**src/rtl/core/cdq_pkg.sv**
```systemverilog
// ----------------------------------------------------------------------------
// cdq_pkg
// Types and codes shared by the deque cells, the back-end reduction tree and
// the top level.
// ----------------------------------------------------------------------------
package cdq_pkg;

  localparam int DATA_W = 32;
  localparam int OCC_W  = 8;

  typedef enum logic [1:0] {
    ACT_PUSH_FRONT = 2'd0,
    ACT_PUSH_BACK  = 2'd1,
    ACT_POP_FRONT  = 2'd2,
    ACT_POP_BACK   = 2'd3
  } action_t;

  typedef enum logic [1:0] {
    ST_DONE  = 2'd0,
    ST_FULL  = 2'd1,
    ST_EMPTY = 2'd2
  } status_t;

  typedef struct packed {
    action_t                   action;
    logic signed [DATA_W-1:0]  push_value;
  } req_t;

  typedef struct packed {
    status_t                   status;
    logic signed [DATA_W-1:0]  popped_value;
    logic [OCC_W-1:0]          occupancy;
  } rsp_t;

  // broadcast to every cell; at most one is set in a cycle
  typedef struct packed {
    logic push_front;
    logic pop_front;
    logic push_back;
    logic pop_back;
  } cell_ctrl_t;

endpackage

```
**src/rtl/core/cdq_cell.sv**
```systemverilog
// ----------------------------------------------------------------------------
// cdq_cell
// One slot of the deque. Elements stay packed from cell 0 (front) upward;
// front operations shift the whole row, back operations touch only the cell
// at the boundary between occupied and free slots.
// ----------------------------------------------------------------------------
module cdq_cell
  import cdq_pkg::*;
(
  input  logic                      clk,
  input  logic                      rst,
  input  cell_ctrl_t                ctrl,
  input  logic signed [DATA_W-1:0]  push_value,
  input  logic signed [DATA_W-1:0]  left_data,
  input  logic                      left_valid,
  input  logic signed [DATA_W-1:0]  right_data,
  input  logic                      right_valid,
  output logic signed [DATA_W-1:0]  data,
  output logic                      valid,
  output logic signed [DATA_W-1:0]  tap
);

  logic is_last;
  logic is_first_free;

  assign is_last       = valid & ~right_valid;
  assign is_first_free = ~valid & left_valid;

  // only the back element feeds the reduction tree
  assign tap = is_last ? data : '0;

  always_ff @(posedge clk) begin
    if (rst) begin
      valid <= 1'b0;
    end else if (ctrl.push_front) begin
      valid <= left_valid;
    end else if (ctrl.pop_front) begin
      valid <= right_valid;
    end else if (ctrl.push_back && is_first_free) begin
      valid <= 1'b1;
    end else if (ctrl.pop_back && is_last) begin
      valid <= 1'b0;
    end
  end

  always_ff @(posedge clk) begin
    if (ctrl.push_front) begin
      data <= left_data;
    end else if (ctrl.pop_front) begin
      data <= right_data;
    end else if (ctrl.push_back && is_first_free) begin
      data <= push_value;
    end
  end

endmodule

```
**config.mk**
```make
export PLATFORM = sky130hd
export DESIGN_NAME = cdq_cell
export DESIGN_NICKNAME = d
export VERILOG_FILES = /design/src/rtl/core/cdq_pkg.sv /design/src/rtl/core/cdq_cell.sv
export SDC_FILE = /design/constraint.sdc
export NUM_CORES = 1
export LEC_CHECK = 0
export ABC_AREA = 1
export ABC_CLOCK_PERIOD_IN_PS = 2140
export BUFFER_PORTS_ARGS = -buffer_cell sky130_fd_sc_hd__clkbuf_2
export CAP_MARGIN = 25
export CORE_UTILIZATION = 39
export CTS_CLUSTER_DIAMETER = 60
export CTS_CLUSTER_SIZE = 25
export DETAILED_ROUTE_END_ITERATION = 10
export PLACE_DENSITY = 0.81
export REMOVE_ABC_BUFFERS = 1
export SLEW_MARGIN = 30
export SYNTH_ARGS = -nofsm -noshare
export SYNTH_HDL_FRONTEND = slang
export SYNTH_SLANG_ARGS = --single-unit
```
**constraint.sdc**
```tcl
create_clock -name clk -period 2.14 [get_ports clk]
set_input_delay 0.535 -clock clk [delete_from_list [all_inputs] [get_ports clk]]
set_output_delay 0.535 -clock clk [all_outputs]
set_load 0.005 [all_outputs]
```
==> run metrics, run 1 <==
Worst path max stage delay 210 ps; Antenna Nets Post-Route 0; drt drc 0; pwr dens 562 nW/um2; Layout Nets 529; switching power 463 uW; hold_sp rst; synthesized instance count 259; WHS Endpoint valid; Worst Max-Slew Pin Slew 344 ps; Avg Synthesized Cell Area 7.87 um2; Buffers on Ports 168; Final Skew 5.68 ps; DRT Pass-1 Iters 4; Sequential Area 981 um2; Peak VDD IR 0.308 mV; die span in y 74.3 um; synth warn 0; placed cells 485; # H-tree levels 2; Multi-input gate area 751 um2; clock tree sinks 33; Internal 1190 uW; initial antenna violation count 0; DR vias/cell 4.71; hpwl dp 4570 um; Tcrit/Tclk final 82.3%; sequential share of power 49.8%; Crit. End Element output port; Vias 2321; Setup violations, final 0; RSZ-0062 raised after global routing no; maximum fanout along the worst path 21; MaxCap Viol Count 0; Layout fillers 455; hold_buf cts 0; critical path class input pin to output port; CTS tree done; gr usage total 20.6%; Buf/Inv on CP 4; initial cell density of the core 41.8%; Clock Latency Late Sink 280 ps; Tmin final 1760 ps; status complete, no violations; reg2reg setup slack 970 ps; Unique masters post-synth 13; critical path depth 6; Routed WL per cell 12.1 um; R2R depth 4; RePlAce Congestion 0.733; die width 74.3 um; CP dominant cell by count clkbuf_2; worst r2r src valid; Iter 0 DRT Violations 90; Setup crit start kind input pin; CTS max path bufs 2; Combinational Power Share 22.8%; Final Max Slew Viols 0; synthesis-stage register bit count 33; drt total wl 5970 um; slew margin rel. 77.1%; Clock Power Share 27.5%; dominant cells by area after synthesis edfxtp_1 47%, a21oi_1 14%, nor2_1 12%; share of cells above drive strength 1 45.1%; area leader, netlist edfxtp_1; Slowest-stage cell, CP buf_4; Hold Path Stages 4; number of global-route vias before repair 1989; Reg2Reg Capture Point data[2]; diode count 0; non-filler cells, final 493; clk slew on worst S/H paths 70 ps; Num CTS Buffers 5; largest net degree at the start of global routing 34; num ports 169; switching part of the total 27.9%; critical path data arrival time 1230 ps; Synth top area share 47.1%; Critical Path RT 1600 ps; P_leak 0.00166 uW; # resized after CTS 0; family with the most delay on the worst path buffers and inverters; post-route setup TNS 0 ps; global-route wire length before repair 8530 um; sequence of cells on the critical path clkbuf_2 -> inv_1 -> nand2_1 -> buf_4 -> nor2_1 -> clkbuf_2; final hold vios 0; Area growth syn-to-layout 44.6%; worst hold path type input pin to register; aggregate global routing overflow 0; postcts setup bufs 0; sequential area share after synthesis 48.1%; clk root buf clkbuf_8; Cell Area, Synth 2040 um2; Core Footprint 4880 um2; Rows 25; die area 5520 um2; fmax 568 MHz
[cell families (layout without fill, tap and decap cells)]
| family | Yosys count | after routing | share of synthesized area, % |
|---|---|---|---|
| and+or+nand+nor | 107 | 107 | 19.8 |
| DFF | 33 | 33 | 48.1 |
| AOI/OAI and AO/OA | 65 | 65 | 17.1 |
| buffers and inverters | 54 | 221 | 15.1 |
[how the worst max path moves through the flow]
stage	start	to	slack, ps
6_report	right_valid	tap[27]	380
2_1_floorplan	right_valid	tap[0]	360
3_3_place_gp	right_valid	tap[2]	430
3_5_place_dp	right_valid	tap[27]	380
4_1_cts	right_valid	tap[27]	380
5_1_grt	right_valid	tap[27]	280
[per-layer routing]
| metal | wire length [um] | share of wire (%) | track usage, % | vias to the layer above |
|---|---|---|---|---|
| met5 | 0 | 0 | 0 | - |
| met4 | 33 | 0.55 | 5.03 | 0 |
| met3 | 407 | 6.8 | 4.07 | 4 |
| met2 | 3230 | 54 | 42.1 | 107 |
| met1 | 2300 | 39 | 21.0 | 1052 |
| li1 | - | - | - | 1158 |
[metrics by stage]
stage               cell area, um2  util [%]  total power [uW]  setup WS [ps]  hold slack, ps
floorplan                     1880         -               977            363             583
global placement              2860      58.7              1200            427             597
detailed placement            2860      58.7              1220            383             639
CTS                           2950      60.4              1670            379             470
global route                  2950      60.4              1750            277             530
finish                        2950      60.4              1660            379             479
[power groups by stage]
| stage | Combinational, uW | Sequential [uW] | Clock (uW) |
|---|---|---|---|
| 2_1_floorplan | 140 | 837 | 0 |
| 3_3_place_gp | 368 | 835 | 0 |
| 3_5_place_dp | 379 | 838 | 0 |
| 4_1_cts | 380 | 825 | 468 |
| 5_1_grt | 427 | 832 | 492 |
| 6_report | 377 | 825 | 455 |
[tightest hold or removal path, stage by stage]
cell	delay, ps
clkbuf_2	70
inv_1	30
nand2_1	50
nor2_1	30
[flip-flops by register name (all words and copies together), names as in the netlist]
| register | count |
|---|---|
| data | 32 |
| valid | 1 |
[cell usage after synthesis]
cell	count
nor2_1	67
a21oi_1	59
nand2_1	39
inv_1	35
edfxtp_1	32
buf_6	11
a21oi_2	6
buf_2	3
buf_4	3
clkinv_4	1
dfxtp_1	1
inv_4	1
nand3_1	1
[cell usage in the layout, fill, tap and decap left out]
cell type	Yosys	routed
a21oi_2	6	6
clkinv_2	0	2
clkbuf_2	0	168
a21oi_1	59	59
inv_4	1	1
nor2_1	67	67
inv_1	35	35
buf_4	3	8
clkinvlp_4	0	1
nand2_1	39	39
clkinv_4	1	1
dfxtp_1	1	1
nand3_1	1	1
clkbuf_8	0	5
edfxtp_1	32	32
[final cells by class]
cell class,instances,share of cell area [%]
Clock inverter,3,0.594
Timing Repair Buffer,176,30.5
Sequential cell,33,33.3
Tap cell,67,2.84
Multi-Input combinational cell,172,25.5
Inverter,37,4.96
Clock buffer,5,2.33
Power figures use the tool's default switching activity.
==> run 2, diff against run 1 <==
--- a/config.mk
+++ b/config.mk
@@ -5,15 +5,15 @@
 export SDC_FILE = /design/constraint.sdc
 export NUM_CORES = 1
 export LEC_CHECK = 0
-export ABC_AREA = 1
-export ABC_CLOCK_PERIOD_IN_PS = 2140
+export ABC_AREA = 0
+export ABC_CLOCK_PERIOD_IN_PS = 1700
 export BUFFER_PORTS_ARGS = -buffer_cell sky130_fd_sc_hd__clkbuf_2
 export CAP_MARGIN = 25
-export CORE_UTILIZATION = 39
+export CORE_UTILIZATION = 38
 export CTS_CLUSTER_DIAMETER = 60
 export CTS_CLUSTER_SIZE = 25
 export DETAILED_ROUTE_END_ITERATION = 10
-export PLACE_DENSITY = 0.81
+export PLACE_DENSITY = 0.8
 export REMOVE_ABC_BUFFERS = 1
 export SLEW_MARGIN = 30
 export SYNTH_ARGS = -nofsm -noshare
==> constraint.sdc (replaced) <==
create_clock -name clk -period 1.7 [get_ports clk]
set_input_delay 0.425 -clock clk [delete_from_list [all_inputs] [get_ports clk]]
set_output_delay 0.425 -clock clk [all_outputs]
set_load 0.005 [all_outputs]
==> run metrics, run 2 <==
Tcrit/Tclk final 101%; dominant cells by area after synthesis edfxtp_1 48%, mux2i_1 16%, and2_1 10%; Reg2Reg Capture Point data[18]; post-route setup TNS -72.4 ps; Setup crit start kind register; Clock Power Share 26.4%; slew margin rel. 75.7%; Setup violations, final 8; global-route wire length before repair 7960 um; # H-tree levels 2; die span in y 74.3 um; die area 5520 um2; Rows 25; Iter 0 DRT Violations 48; DR vias/cell 4.56; Post-synth top cells 33 x nand2_1, 33 x o21ai_1, 32 x and2_1, 32 x edfxtp_1, 32 x mux2i_1; R2R depth 3; initial cell density of the core 40.7%; sequential area share after synthesis 49.4%; largest net degree at the start of global routing 43; worst r2r src valid; commonest non-fill, non-tap cell in the layout clkbuf_2; MaxCap Viol Count 0; P_leak 0.00163 uW; asr flop ratio synth 0%; initial antenna violation count 0; hpwl dp 4220 um; Final Skew 4.65 ps; fmax 582 MHz; Reg with most FFs data; worst hold path type input pin to register; sequential share of power 49.8%; Layout Nets 463; gr usage total 19.6%; switching power 520 uW; maximum fanout along the worst path 8; reg2reg setup slack 460 ps; CTS max path bufs 2; Num CTS Buffers 5; failing checks negative setup slack; synthesized instance count 185; Routed WL per cell 12.9 um; Core Footprint 4880 um2; final hold vios 0; critical path data arrival time 1290 ps; pwr dens 676 nW/um2; RSZ-0062 raised after global routing yes; Tmin final 1720 ps; status complete, but fails checks; synthesis-stage register bit count 33; max reg flops 32; Top FF cell, synth edfxtp_1; Clock Latency Late Sink 270 ps; num ports 169; Synth top area share 48.4%; Worst Setup SP valid; Vias 1946; diode count 0; hold_buf cts 0; share of cells above drive strength 1 56.4%; DRT Pass-1 Iters 4; EDFF count, synth 32; Cell Area, Synth 1980 um2; Peak VDD IR 0.462 mV; dpl ws 104 ps; clk slew on worst S/H paths 60 ps; area leader, netlist edfxtp_1; clk root buf clkbuf_8; Antenna Nets Post-Route 0; Buffers on Ports 168; RePlAce Congestion 0.725; CTS tree done; Fin Hold WS 397 ps; drt drc 0; aggregate global routing overflow 0; die width 74.3 um; Critical Path RT 1270 ps; Crit. End Element output port; Internal 1550 uW; critical path class register to output port; number of global-route vias before repair 1752; Worst Setup EP tap[10]; drt total wl 5520 um; Combinational Power Share 23.8%; switching part of the total 25.1%; Final Max Slew Viols 0; Area growth syn-to-layout 54.7%; Avg Synthesized Cell Area 10.7 um2; Worst Max-Slew Pin Slew 364 ps; clock tree sinks 33; synth warn 0; commonest non-fill, non-tap cells in the layout 160 x clkbuf_2, 33 x nand2_1, 32 x mux2i_1, 32 x o21ai_1, 32 x edfxtp_1; post-route setup slack -17.0 ps; Unique masters post-synth 19; largest registers data (32), valid (1)
==> run 2: cell count changes in the layout (fill, tap and decap cells not counted), moves of 21 or more <==
cell,delta
a21oi_1,-59
o21ai_1,+32
inv_1,-34
nor2_1,-66
and2_1,+21
mux2i_1,+32
==> run 2: power by group through the flow <==
stage	Combinational, uW	Clock (uW)	Sequential (uW)
2_1_floorplan	145	0	1050
3_3_place_gp	449	0	1050
3_5_place_dp	464	0	1050
4_1_cts	498	564	1030
5_1_grt	552	601	1040
6_report	494	547	1030
==> run 2: layout make-up <==
type                       instances  area [um2]
inverter                           1        3.75
clock buffer                       7        76.3
tap                               67        83.8
fill                             433        1810
timing repair buffer             181        1000
sequential                        33         985
multi-input combinational        137         916
clock inverter                     1        5.00
==> run 2: how the worst min path moves through the flow <==
stage | from | end | slack, ps | cells past startpoint
2_1_floorplan | rst | valid | 580 | 2
3_3_place_gp | valid | valid | 650 | 2
3_5_place_dp | valid | valid | 660 | 2
4_1_cts | rst | valid | 390 | 3
5_1_grt | rst | valid | 410 | 3
6_report | rst | valid | 400 | 3
==> run 2: cell families after synthesis <==
logic type | Yosys count | synth area share, %
compound gates | 35 | 9.08
mux | 32 | 16.1
simple gates | 70 | 18.7
flops | 33 | 49.4
buf+inv | 15 | 6.62
==> run 2: metal layers <==
| metal | routed length [um] | track usage, % |
|---|---|---|
| met5 | 0 | 0 |
| met4 | 25 | 4.40 |
| met3 | 329 | 3.66 |
| met2 | 3060 | 38.6 |
| met1 | 2100 | 21.6 |
==> run 2: through the flow <==
stage	std cells	instance area, um2	power (uW)	utilization, %
6_report	427	3070	2070	62.9
2_1_floorplan	171	1860	1200	-
3_5_place_dp	415	2870	1520	58.9
4_1_cts	428	3050	2100	62.4
5_1_grt	427	3070	2200	62.9
3_3_place_gp	415	2870	1500	58.9
==> run 2: repair_timing <==
item,4_1_cts,5_1_grt
pin swaps,0,5
resized for setup,4,27
setup buffers,3,1
endpoints found under the setup margin,32,32
gates cloned,2,0
==> run 2: critical path: stages, from the launching register on <==
cell and delay, ps:
dfxtp_4 350, nor2b_4 200, buf_6 130, buf_16 120, and2_4 140, buf_6 90
